`config.mk`:
```
export PLATFORM = sky130hd
export DESIGN_NAME = color_blend_mode_unit_top
export DESIGN_NICKNAME = d
export VERILOG_FILES = /design/src/rtl/cbm_pkg.sv /design/src/rtl/cbm_div.sv /design/src/rtl/cbm_lane.sv /design/src/rtl/cbm_merge.sv /design/src/rtl/color_blend_mode_unit_top.sv
export SDC_FILE = /design/constraint.sdc
export NUM_CORES = 2
export LEC_CHECK = 0
export ABC_AREA = 1
export BUFFER_PORTS_ARGS = -buffer_cell sky130_fd_sc_hd__buf_2
export CAP_MARGIN = 30
export CORE_MARGIN = 2
export CORE_UTILIZATION = 45
export CTS_BUF_LIST = sky130_fd_sc_hd__clkbuf_8
export CTS_CLUSTER_SIZE = 20
export DETAILED_ROUTE_END_ITERATION = 8
export MAX_ROUTING_LAYER = met4
export PLACE_DENSITY = 0.63
export SLEW_MARGIN = 20
export SYNTH_ARGS = -nofsm -noshare
export SYNTH_HDL_FRONTEND = slang
export SYNTH_SLANG_ARGS = --single-unit
```
`constraint.sdc`:
```
create_clock -name clk -period 6.79 [get_ports clk]
set_input_delay 0.3395 -clock clk [delete_from_list [all_inputs] [get_ports clk]]
set_output_delay 0.3395 -clock clk [all_outputs]
set_load 0.005 [all_outputs]
```
`src/rtl/cbm_pkg.sv`:
```
// shared types and constants for the color blend mode unit
`default_nettype none

package cbm_pkg;

  localparam int CHANNEL_BITS_DEF = 8;
  localparam int MODE_BITS        = 4;
  localparam int NUM_LANES        = 4;
  localparam int ALPHA_LANE       = 3;
  localparam int CFG_ADDR_BITS    = 3;
  localparam int CFG_DATA_BITS    = 32;

  // register index taken from paddr above the byte offset
  localparam logic [CFG_ADDR_BITS-3:0] REG_DEFAULT_MODE = 1'b0;

  typedef enum logic [MODE_BITS-1:0] {
    MODE_NONE     = 4'd0,
    MODE_SET      = 4'd1,
    MODE_MUL      = 4'd2,
    MODE_LIGHTEN  = 4'd3,
    MODE_DARKEN   = 4'd4,
    MODE_SCREEN   = 4'd5,
    MODE_DODGE    = 4'd6,
    MODE_CBURN    = 4'd7,
    MODE_ADD      = 4'd8,
    MODE_ADDALPHA = 4'd9,
    MODE_LBURN    = 4'd10,
    MODE_OVERLAY  = 4'd11,
    MODE_ALPHA    = 4'd12,
    MODE_DEFAULT  = 4'd13
  } mode_t;

  typedef struct packed {
    logic valid;
    logic use_div;
    logic burn;
    logic ovf;
  } lane_ctl_t;

endpackage

`default_nettype wire

```
`src/rtl/cbm_div.sv`:
```
// pipelined restoring divider, one quotient bit per stage
`default_nettype none

module cbm_div import cbm_pkg::*; #(
  parameter int CHANNEL_BITS = CHANNEL_BITS_DEF
) (
  input  wire logic                        clk,
  input  wire logic [2*CHANNEL_BITS-1:0]   num,
  input  wire logic [CHANNEL_BITS-1:0]     den,
  output logic      [CHANNEL_BITS-1:0]     quot
);

  localparam int B = CHANNEL_BITS;

  logic [B-1:0] rem_r  [B];
  logic [B-1:0] low_r  [B];
  logic [B-1:0] den_r  [B];
  logic [B-1:0] quot_r [B];

  for (genvar k = 0; k < B; k++) begin : g_stage
    logic [B-1:0] rem_in;
    logic [B-1:0] low_in;
    logic [B-1:0] den_in;
    logic [B-1:0] q_in;
    logic [B:0]   trial;
    logic [B:0]   diff;
    logic         take;

    if (k == 0) begin : g_first
      assign rem_in = num[2*B-1:B];
      assign low_in = num[B-1:0];
      assign den_in = den;
      assign q_in   = '0;
    end else begin : g_next
      assign rem_in = rem_r[k-1];
      assign low_in = low_r[k-1];
      assign den_in = den_r[k-1];
      assign q_in   = quot_r[k-1];
    end

    assign trial = {rem_in, low_in[B-1]};
    assign diff  = trial - {1'b0, den_in};
    assign take  = (trial >= {1'b0, den_in});

    always_ff @(posedge clk) begin
      rem_r[k]  <= take ? diff[B-1:0] : trial[B-1:0];
      low_r[k]  <= {low_in[B-2:0], 1'b0};
      den_r[k]  <= den_in;
      quot_r[k] <= {q_in[B-2:0], take};
    end
  end

  assign quot = quot_r[B-1];

endmodule

`default_nettype wire

```
`src/rtl/cbm_lane.sv`:
```
// one channel lane: products, divide by full scale, mode select, divider
`default_nettype none

module cbm_lane import cbm_pkg::*; #(
  parameter int CHANNEL_BITS = CHANNEL_BITS_DEF,
  parameter bit IS_ALPHA     = 1'b0
) (
  input  wire logic                    clk,
  input  wire logic                    rst_n,
  input  wire logic                    in_valid,
  input  wire mode_t                   in_mode,
  input  wire logic [CHANNEL_BITS-1:0] in_mix,
  input  wire logic [CHANNEL_BITS-1:0] in_old,
  input  wire logic [CHANNEL_BITS-1:0] in_new,
  output lane_ctl_t                    out_ctl,
  output logic      [CHANNEL_BITS-1:0] out_simple,
  output logic      [CHANNEL_BITS-1:0] out_quot
);

  localparam int B = CHANNEL_BITS;
  localparam logic [B-1:0] CMAX = '1;

  // x / CMAX for x up to 2*CMAX*CMAX, using 2^B = CMAX + 1
  function automatic logic [B:0] div_max(input logic [2*B:0] x);
    logic [B:0]   q0;
    logic [B+1:0] r;
    q0 = x[2*B:B];
    r  = {2'b00, x[B-1:0]} + {1'b0, q0};
    div_max = q0 + {{B{1'b0}}, (r >= {2'b00, CMAX})}
                 + {{B{1'b0}}, (r >= {1'b0, CMAX, 1'b0})};
  endfunction

  function automatic logic [B-1:0] sat(input logic [B+1:0] v);
    sat = (v > {2'b00, CMAX}) ? CMAX : v[B-1:0];
  endfunction

  function automatic logic [2*B-1:0] wide(input logic [B-1:0] v);
    wide = {{B{1'b0}}, v};
  endfunction

  // input stage
  logic [B-1:0]   inv_old;
  logic [B-1:0]   inv_new;
  logic [B-1:0]   inv_mix;
  logic [B-1:0]   num_base;
  logic [2*B-1:0] num_nxt;
  logic [B-1:0]   den_nxt;
  logic           ovf_nxt;

  assign inv_old  = CMAX - in_old;
  assign inv_new  = CMAX - in_new;
  assign inv_mix  = CMAX - in_mix;
  assign num_base = (in_mode == MODE_CBURN) ? inv_new : in_new;
  // base * CMAX as a shift and subtract
  assign num_nxt  = {num_base, {B{1'b0}}} - wide(num_base);
  assign den_nxt  = (in_mode == MODE_CBURN) ? in_old : inv_old;
  // quotient would not fit in B bits, saturates (covers zero divisor too)
  assign ovf_nxt  = (num_nxt[2*B-1:B] >= den_nxt);

  logic           vld_s1_r;
  mode_t          mode_s1_r;
  logic [B-1:0]   old_s1_r;
  logic [B-1:0]   new_s1_r;
  logic [2*B-1:0] p_on_r;
  logic [2*B-1:0] p_scr_r;
  logic [2*B-1:0] p_an_r;
  logic [2*B-1:0] p_oma_r;
  logic [2*B-1:0] p_na_r;
  logic [2*B-1:0] num_s1_r;
  logic [B-1:0]   den_s1_r;
  logic           ovf_s1_r;

  always_ff @(posedge clk) begin
    if (!rst_n) begin
      vld_s1_r <= 1'b0;
    end else begin
      vld_s1_r <= in_valid;
    end
  end

  always_ff @(posedge clk) begin
    mode_s1_r <= in_mode;
    old_s1_r  <= in_old;
    new_s1_r  <= in_new;
    p_on_r    <= wide(in_old) * wide(in_new);
    p_scr_r   <= wide(inv_old) * wide(inv_new);
    p_an_r    <= wide(in_mix) * wide(in_new);
    p_oma_r   <= wide(in_old) * wide(inv_mix);
    p_na_r    <= wide(in_new) * wide(in_mix);
    num_s1_r  <= num_nxt;
    den_s1_r  <= den_nxt;
    ovf_s1_r  <= ovf_nxt;
  end

  // select stage
  logic         ovl_low;
  logic [2*B:0] dvd;
  logic [B:0]   quo;
  logic [B-1:0] quo_sat;
  logic [B:0]   sum_on;
  logic [B-1:0] res_nxt;
  lane_ctl_t    ctl_nxt;

  assign ovl_low = ({new_s1_r, 1'b0} < {1'b0, CMAX});
  assign sum_on  = {1'b0, old_s1_r} + {1'b0, new_s1_r};
  assign quo     = div_max(dvd);
  assign quo_sat = sat({1'b0, quo});

  always_comb begin
    case (mode_s1_r)
      MODE_MUL:      dvd = {1'b0, p_on_r};
      MODE_SCREEN:   dvd = {1'b0, p_scr_r};
      MODE_ADDALPHA: dvd = {1'b0, p_an_r};
      MODE_OVERLAY:  dvd = ovl_low ? {p_on_r, 1'b0} : {p_scr_r, 1'b0};
      MODE_ALPHA:    dvd = {1'b0, p_oma_r} + {1'b0, p_na_r};
      default:       dvd = '0;
    endcase
  end

  always_comb begin
    ctl_nxt.valid   = vld_s1_r;
    ctl_nxt.use_div = 1'b0;
    ctl_nxt.burn    = (mode_s1_r == MODE_CBURN);
    ctl_nxt.ovf     = ovf_s1_r;
    case (mode_s1_r)
      MODE_SET:      res_nxt = new_s1_r;
      MODE_MUL:      res_nxt = quo_sat;
      MODE_LIGHTEN:  res_nxt = (old_s1_r > new_s1_r) ? old_s1_r : new_s1_r;
      MODE_DARKEN:   res_nxt = (old_s1_r < new_s1_r) ? old_s1_r : new_s1_r;
      MODE_SCREEN:   res_nxt = CMAX - quo_sat;
      MODE_DODGE,
      MODE_CBURN: begin
        res_nxt         = old_s1_r;
        ctl_nxt.use_div = !IS_ALPHA;
      end
      MODE_ADD:      res_nxt = sat({1'b0, sum_on});
      MODE_ADDALPHA: res_nxt = sat({2'b00, old_s1_r} + {1'b0, quo});
      MODE_LBURN:    res_nxt = (sum_on > {1'b0, CMAX}) ?
                               sum_on[B-1:0] - CMAX : '0;
      MODE_OVERLAY: begin
        if (IS_ALPHA) begin
          res_nxt = old_s1_r;
        end else begin
          res_nxt = ovl_low ? quo_sat : CMAX - quo_sat;
        end
      end
      MODE_ALPHA:    res_nxt = quo_sat;
      default:       res_nxt = old_s1_r;
    endcase
  end

  lane_ctl_t    ctl_s2_r;
  logic [B-1:0] res_s2_r;

  always_ff @(posedge clk) begin
    if (!rst_n) begin
      ctl_s2_r <= '0;
    end else begin
      ctl_s2_r <= ctl_nxt;
    end
  end

  always_ff @(posedge clk) begin
    res_s2_r <= res_nxt;
  end

  // delay line that matches the divider depth
  lane_ctl_t    dl_ctl_r [B-1];
  logic [B-1:0] dl_res_r [B-1];

  always_ff @(posedge clk) begin
    if (!rst_n) begin
      for (int k = 0; k < B-1; k++) begin
        dl_ctl_r[k] <= '0;
      end
    end else begin
      dl_ctl_r[0] <= ctl_s2_r;
      for (int k = 1; k < B-1; k++) begin
        dl_ctl_r[k] <= dl_ctl_r[k-1];
      end
    end
  end

  always_ff @(posedge clk) begin
    dl_res_r[0] <= res_s2_r;
    for (int k = 1; k < B-1; k++) begin
      dl_res_r[k] <= dl_res_r[k-1];
    end
  end

  assign out_ctl    = dl_ctl_r[B-2];
  assign out_simple = dl_res_r[B-2];

  if (IS_ALPHA) begin : g_no_div
    assign out_quot = '0;
  end else begin : g_div
    cbm_div #(
      .CHANNEL_BITS (CHANNEL_BITS)
    ) u_div (
      .clk  (clk),
      .num  (num_s1_r),
      .den  (den_s1_r),
      .quot (out_quot)
    );
  end

endmodule

`default_nettype wire

```
`src/rtl/cbm_merge.sv`:
```
// merges lane results: finishes dodge and burn, registers the output pixel
`default_nettype none

module cbm_merge import cbm_pkg::*; #(
  parameter int CHANNEL_BITS = CHANNEL_BITS_DEF
) (
  input  wire logic                                   clk,
  input  wire logic                                   rst_n,
  input  wire lane_ctl_t [NUM_LANES-1:0]              ln_ctl,
  input  wire logic [NUM_LANES-1:0][CHANNEL_BITS-1:0] ln_simple,
  input  wire logic [NUM_LANES-1:0][CHANNEL_BITS-1:0] ln_quot,
  output logic                                        out_valid,
  output logic      [NUM_LANES-1:0][CHANNEL_BITS-1:0] out_ch
);

  localparam int B = CHANNEL_BITS;
  localparam logic [B-1:0] CMAX = '1;

  logic                          valid_r;
  logic [NUM_LANES-1:0][B-1:0]   ch_r;
  logic [NUM_LANES-1:0][B-1:0]   ch_nxt;

  always_comb begin
    for (int l = 0; l < NUM_LANES; l++) begin
      logic [B-1:0] qs;
      qs = ln_ctl[l].ovf ? CMAX : ln_quot[l];
      if (!ln_ctl[l].use_div) begin
        ch_nxt[l] = ln_simple[l];
      end else if (ln_ctl[l].burn) begin
        ch_nxt[l] = CMAX - qs;
      end else begin
        ch_nxt[l] = qs;
      end
    end
  end

  always_ff @(posedge clk) begin
    if (!rst_n) begin
      valid_r <= 1'b0;
    end else begin
      valid_r <= ln_ctl[0].valid;
    end
  end

  always_ff @(posedge clk) begin
    ch_r <= ch_nxt;
  end

  assign out_valid = valid_r;
  assign out_ch    = ch_r;

endmodule

`default_nettype wire

```
`src/rtl/color_blend_mode_unit_top.sv`:
```
// top level of the color blend mode unit: config register, lanes, merge
`default_nettype none

// Blends an existing RGBA pixel with an incoming one under the selected mode.
// A transaction is taken on every cycle that start is high (busy stays low),
// and its result appears with out_valid after the input registers, the
// divider stages and the merge register, one result per cycle in steady state.
// The depth is set by the color dodge and color burn divider, which resolves
// one quotient bit per pipeline stage. Results cannot be held off, so the
// receiver must take out_* on every cycle that out_valid is high.
// default_mode lives at byte address 0 and should only be written while no
// transaction is in flight.

module color_blend_mode_unit_top import cbm_pkg::*; #(
  parameter int CHANNEL_BITS = CHANNEL_BITS_DEF
) (
  input  wire logic                     clk,
  input  wire logic                     rst_n,
  input  wire logic                     start,
  output logic                          busy,
  input  wire logic [MODE_BITS-1:0]     in_mode,
  input  wire logic [CHANNEL_BITS-1:0]  in_mix_alpha,
  input  wire logic [CHANNEL_BITS-1:0]  in_old_red,
  input  wire logic [CHANNEL_BITS-1:0]  in_old_green,
  input  wire logic [CHANNEL_BITS-1:0]  in_old_blue,
  input  wire logic [CHANNEL_BITS-1:0]  in_old_alpha,
  input  wire logic [CHANNEL_BITS-1:0]  in_new_red,
  input  wire logic [CHANNEL_BITS-1:0]  in_new_green,
  input  wire logic [CHANNEL_BITS-1:0]  in_new_blue,
  input  wire logic [CHANNEL_BITS-1:0]  in_new_alpha,
  output logic                          out_valid,
  output logic      [CHANNEL_BITS-1:0]  out_red,
  output logic      [CHANNEL_BITS-1:0]  out_green,
  output logic      [CHANNEL_BITS-1:0]  out_blue,
  output logic      [CHANNEL_BITS-1:0]  out_alpha,
  input  wire logic                     psel,
  input  wire logic                     penable,
  input  wire logic                     pwrite,
  input  wire logic [CFG_ADDR_BITS-1:0] paddr,
  input  wire logic [CFG_DATA_BITS-1:0] pwdata,
  output logic      [CFG_DATA_BITS-1:0] prdata,
  output logic                          pready
);

  localparam int LATENCY = CHANNEL_BITS + 2;

  // configuration
  logic [MODE_BITS-1:0] default_mode_r;
  logic [MODE_BITS-1:0] default_mode_nxt;
  logic                 reg_hit;
  logic                 cfg_wr;

  assign pready  = 1'b1;
  assign reg_hit = (paddr[CFG_ADDR_BITS-1:2] == REG_DEFAULT_MODE);
  assign cfg_wr  = psel && penable && pwrite && pready;

  always_comb begin
    default_mode_nxt = default_mode_r;
    if (cfg_wr && reg_hit) begin
      default_mode_nxt = pwdata[MODE_BITS-1:0];
    end
  end

  always_ff @(posedge clk) begin
    if (!rst_n) begin
      default_mode_r <= MODE_NONE;
    end else begin
      default_mode_r <= default_mode_nxt;
    end
  end

  assign prdata = reg_hit ? {{(CFG_DATA_BITS-MODE_BITS){1'b0}}, default_mode_r} : '0;

  // input side
  mode_t mode_res;
  logic  take;

  assign busy     = 1'b0;
  assign take     = start && !busy;
  assign mode_res = (in_mode == MODE_DEFAULT) ? mode_t'(default_mode_r) : mode_t'(in_mode);

  logic [NUM_LANES-1:0][CHANNEL_BITS-1:0] old_ch;
  logic [NUM_LANES-1:0][CHANNEL_BITS-1:0] new_ch;
  lane_ctl_t [NUM_LANES-1:0]              ln_ctl;
  logic [NUM_LANES-1:0][CHANNEL_BITS-1:0] ln_simple;
  logic [NUM_LANES-1:0][CHANNEL_BITS-1:0] ln_quot;
  logic [NUM_LANES-1:0][CHANNEL_BITS-1:0] out_ch;

  assign old_ch = {in_old_alpha, in_old_blue, in_old_green, in_old_red};
  assign new_ch = {in_new_alpha, in_new_blue, in_new_green, in_new_red};

  for (genvar l = 0; l < NUM_LANES; l++) begin : g_lane
    cbm_lane #(
      .CHANNEL_BITS (CHANNEL_BITS),
      .IS_ALPHA     (l == ALPHA_LANE)
    ) u_lane (
      .clk        (clk),
      .rst_n      (rst_n),
      .in_valid   (take),
      .in_mode    (mode_res),
      .in_mix     (in_mix_alpha),
      .in_old     (old_ch[l]),
      .in_new     (new_ch[l]),
      .out_ctl    (ln_ctl[l]),
      .out_simple (ln_simple[l]),
      .out_quot   (ln_quot[l])
    );
  end

  cbm_merge #(
    .CHANNEL_BITS (CHANNEL_BITS)
  ) u_merge (
    .clk       (clk),
    .rst_n     (rst_n),
    .ln_ctl    (ln_ctl),
    .ln_simple (ln_simple),
    .ln_quot   (ln_quot),
    .out_valid (out_valid),
    .out_ch    (out_ch)
  );

  assign out_red   = out_ch[0];
  assign out_green = out_ch[1];
  assign out_blue  = out_ch[2];
  assign out_alpha = out_ch[ALPHA_LANE];

  // every transaction comes out after the fixed pipeline depth
  a_latency: assert property (@(posedge clk) disable iff (!rst_n)
    take |-> ##LATENCY out_valid)
    else $error("result missing after pipeline latency");

  // dodge keeps the existing alpha
  a_dodge_alpha: assert property (@(posedge clk) disable iff (!rst_n)
    take && (mode_res == MODE_DODGE) |-> ##LATENCY
      (out_alpha == $past(in_old_alpha, LATENCY)))
    else $error("dodge did not pass existing alpha");

  // a register write reads back on the next cycle
  a_cfg_readback: assert property (@(posedge clk) disable iff (!rst_n)
    cfg_wr && reg_hit |=> (prdata[MODE_BITS-1:0] == $past(pwdata[MODE_BITS-1:0])))
    else $error("default_mode readback mismatch");

endmodule

`default_nettype wire

```
==> flow_summary_export.csv <==
group,metric,value,unit
drt,ant_nets,0,
worst_setup_path,cp-end-kind,"flop",
worst_setup_path,crit_top_cell,"nand2_1",
cts,cts_buffer_depth,3,
cells_and_area,final_cells,13300,
pwr,sw_frac_of_total,40.5,%
sta,worstMarginPinSlew,1000,ps
cells_and_area,drive_gt1_share,7.31,%
drt,vias,66500,
yosys,yosysMostFrequentCell,"inv_1",
worst_setup_path,start_kind,"flop",
sta,slew_viol_final,0,
sta,finalHoldViolCount,0,
hold_path,min_path_type,"in2reg",
sta,min_period,6350,ps
yosys,synth_top_area_cell,"dfxtp_1",
placement,post-place-ws,43.8,ps
cts,clock_latency,980,ps
sta,fmax,157,MHz
global_routing,globalRouteTotalUtil,24.2,%
drt,avgRoutedWirePerCell,16.9,um
pwr,power_density,348,nW/um^2
cells_and_area,fin_area,93700,um^2
yosys,ys.flop_type,"dfxtp_1",
placement,dp_hpwl,173,mm
cts,cts_htree_levels,4,
yosys,yosys-top-cells-area,"dfxtp_1, ha_1, fa_1",
pwr,cellLeakagePower,50.9,nW
yosys,synth_top_area_share,30.1,%
drt,drcViolationCount,0,
die,dieArea,191000,um^2
worst_setup_path,crit_type,"reg2reg",
yosys,async_flop_share,0,%
cts,clock_sinks,1269,
cts,cts.clk_slew.worst_paths,70,ps
die,core_region_area,186000,um^2
placement,place_congestion,0.953,
global_routing,first_global_vias,66900,
sta,min_period_over_period,93.6,%
pwr,p_int,19.4,mW
sta,relSlewSlack,33.3,%
drt,drt_iter0_drc,3914,
sta,fin_skew,53.8,ps
drt,vias_per_cell,4.99,
global_routing,overflow,0,
pwr,peakVddDrop,210,uV
global_routing,grt_antenna_before_repair,1,
placement,dpl.cell_count,12800,
pwr,seqPwrFrac,32.9,%
global_routing,grt_start_max_net_pins,54,
yosys,synth_edf_count,0,
die,die_h,437,um
drt,dr.pass1.iters,8,
placement,io_buffers,123,
cells_and_area,fillers,17800,
worst_setup_path,cpMaxStageDelayCell,"fa_2",
cells_and_area,area_delta_synth_final,11.1,%
yosys,synth.cell_area,84400,um^2
yosys,ys_types,68,
cells_and_area,fin_nets,12400,
die,rows,158,
worst_setup_path,worstPathMaxFanout,29,
pwr,pwr-share-comb,45.6,%
sta,timing.final.ws_setup,435,ps
run,maxCapViolCount,0,
worst_setup_path,cp_top_family,"simple AND/OR/NAND/NOR gates",
sta,finalSetupTns,0,ps
die,chipWidth,437,um
die,io_pins,184,
yosys,synth_warnings,0,
die,start_util,45.4,%
yosys,seq_area_frac_synth,30.1,%
global_routing,grt_pass1_wl,356,mm
cts,numCtsBuffers,204,
worst_setup_path,worstPathArrival,7200,ps
yosys,syn_area_per_cell,8.12,um^2
yosys,syn_inst,10400,
yosys,ys_ff_latch,1269,
yosys,yosys-top-cells-count,"inv_1, nand2_1, dfxtp_1",
run_status,outcome,"finished, final reports clean",
cells_and_area,utilization,50.4,%
pwr,p_clk_share,21.5,%
worst_setup_path,required,7630,ps
worst_setup_path,path_buf_inv,9,
cts,cts_tree,"yes",
worst_setup_path,critical_path.max_stage_delay,370,ps
cts,cts_root_buf,"clkbuf_8",
drt,drt-total-wl,225,mm
placement,postPlaceCellArea,87900,um^2
sta,setup_viol,0,
pwr,switchingPower,13.2,mW
-- timing repair --
item	CTS	global route
buffers inserted	0	23
pin swaps	0	30
gates resized for setup	1	88
hold buffers	87	0
endpoints found under the setup margin	2	32
hold endpoints to repair	157	0
-- sequential cells by signal, summed over array words and instances (netlist names), 4 cells and up --
register / cells
g_lane.u_lane.g_div.u_div.den_r: 168
g_lane.u_lane.p_on_r: 64
u_merge.out_ch: 32
g_lane.u_lane.p_scr_r: 64
g_lane.u_lane.num_s1_r: 48
g_lane.u_lane.g_div.u_div.low_r: 84
g_lane.u_lane.old_s1_r: 32
g_lane.u_lane.ctl_s2_r: 6
g_lane.u_lane.mode_s1_r: 4
g_lane.u_lane.res_s2_r: 32
g_lane.u_lane.dl_ctl_r: 42
g_lane.u_lane.g_div.u_div.rem_r: 168
g_lane.u_lane.new_s1_r: 32
default_mode_r: 4
g_lane.u_lane.g_div.u_div.quot_r: 108
g_lane.u_lane.den_s1_r: 24
g_lane.u_lane.p_oma_r: 64
g_lane.u_lane.dl_res_r: 224
g_lane.u_lane.p_an_r: 64
-- worst register-to-register path, delay by kind of cell, from the launching register on --
family	cells	cell delay, ps
compound gates	8	1560
fa+ha+maj	5	1360
buf+inv	9	980
flops	1	340
simple gates	16	2050
-- power groups by stage --
stage	clock [mW]	combinational, mW	sequential (mW)
final	7.01	14.9	10.7
after global routing	7.54	17.1	10.9
after CTS	7.23	14.8	10.7
after detailed placement	0	14.6	10.9
after global placement	0	14.3	10.9
after floorplan	0	11.3	10.3
-- metal layers --
metal  GRT usage, %  up-vias  part of all wire, %
met5              -        -                    0
met4           9.10        0                  3.9
met3           3.37      499                  5.4
met2           40.4     1783                   48
met1           29.6    31600                   43
li1               -    32600                    -
-- cells by family (layout without fill, tap and decap cells) --
family	Yosys count	in the layout	synth area share, %
simple gates	3472	3472	16.9
buf+inv	2413	2832	11.0
fa+ha+maj	1615	1615	29.4
flops	1269	1269	30.1
compound gates	1161	1161	7.73
xor+xnor	462	462	4.81
other cells	2	32	0.00890
mux	1	1	0.0133
-- worst paths after layout --
path	from	to	slack, ps	depth (start not counted)
worst max register to register	g_lane[2].u_lane.mode_s1_r[2]	g_lane[2].u_lane.res_s2_r[5]	440	38
worst max-delay path	g_lane[2].u_lane.mode_s1_r[2]	g_lane[2].u_lane.res_s2_r[5]	440	38
worst min-delay path	in_mix_alpha[2]	g_lane[3].u_lane.p_oma_r[2]	230	5
worst min register to register	g_lane[0].u_lane.dl_res_r[1][2]	g_lane[0].u_lane.dl_res_r[2][2]	310	0
-- through the flow --
stage | total power [mW] | hold WS [ps]
floorplan | 21.6 | 310
global placement | 25.2 | 310
detailed placement | 25.5 | 312
CTS | 32.8 | 90.6
global route | 35.6 | 145
finish | 32.6 | 230
-- cells in the final DEF (no fill, tap or decap), types with 14 or more instances in the layout --
master / netlist / routed
a211oi_1: 29 / 28
a21o_1: 17 / 17
a21oi_1: 611 / 597
a21oi_2: 3 / 17
a221oi_1: 26 / 26
a31oi_1: 20 / 19
and2_1: 18 / 18
buf_2: 10 / 123
buf_4: 37 / 156
clkbuf_8: 0 / 254
clkinv_1: 17 / 17
clkinv_2: 4 / 26
conb_1: 2 / 30
dfxtp_1: 1269 / 1265
dlygate4sd3_1: 0 / 87
fa_1: 617 / 610
ha_1: 998 / 988
inv_1: 2056 / 2106
inv_2: 16 / 22
nand2_1: 1960 / 1955
nand2_2: 28 / 32
nand3_1: 315 / 311
nand4_1: 84 / 84
nor2_1: 936 / 933
nor3_1: 33 / 29
o211ai_1: 29 / 29
o21a_1: 14 / 14
o21ai_0: 282 / 267
o21ai_1: 18 / 30
o21bai_1: 43 / 43
or2_2: 28 / 28
xnor2_1: 131 / 130
xor2_1: 330 / 328
-- final cells by class --
cell class / instances / area [um^2] / share of cell area, %
Clock inverter: 110 / 963 / 1.03
Clock buffer: 254 / 3500 / 3.73
Multi-Input combinational cell: 6741 / 50100 / 53.4
Antenna cell: 2 / 5.00 / 0.00534
Tap cell: 2480 / 3100 / 3.31
Inverter: 2094 / 7870 / 8.40
Sequential cell: 1269 / 25400 / 27.1
Timing Repair Buffer: 374 / 2820 / 3.01
Power figures use the tool's default switching activity.
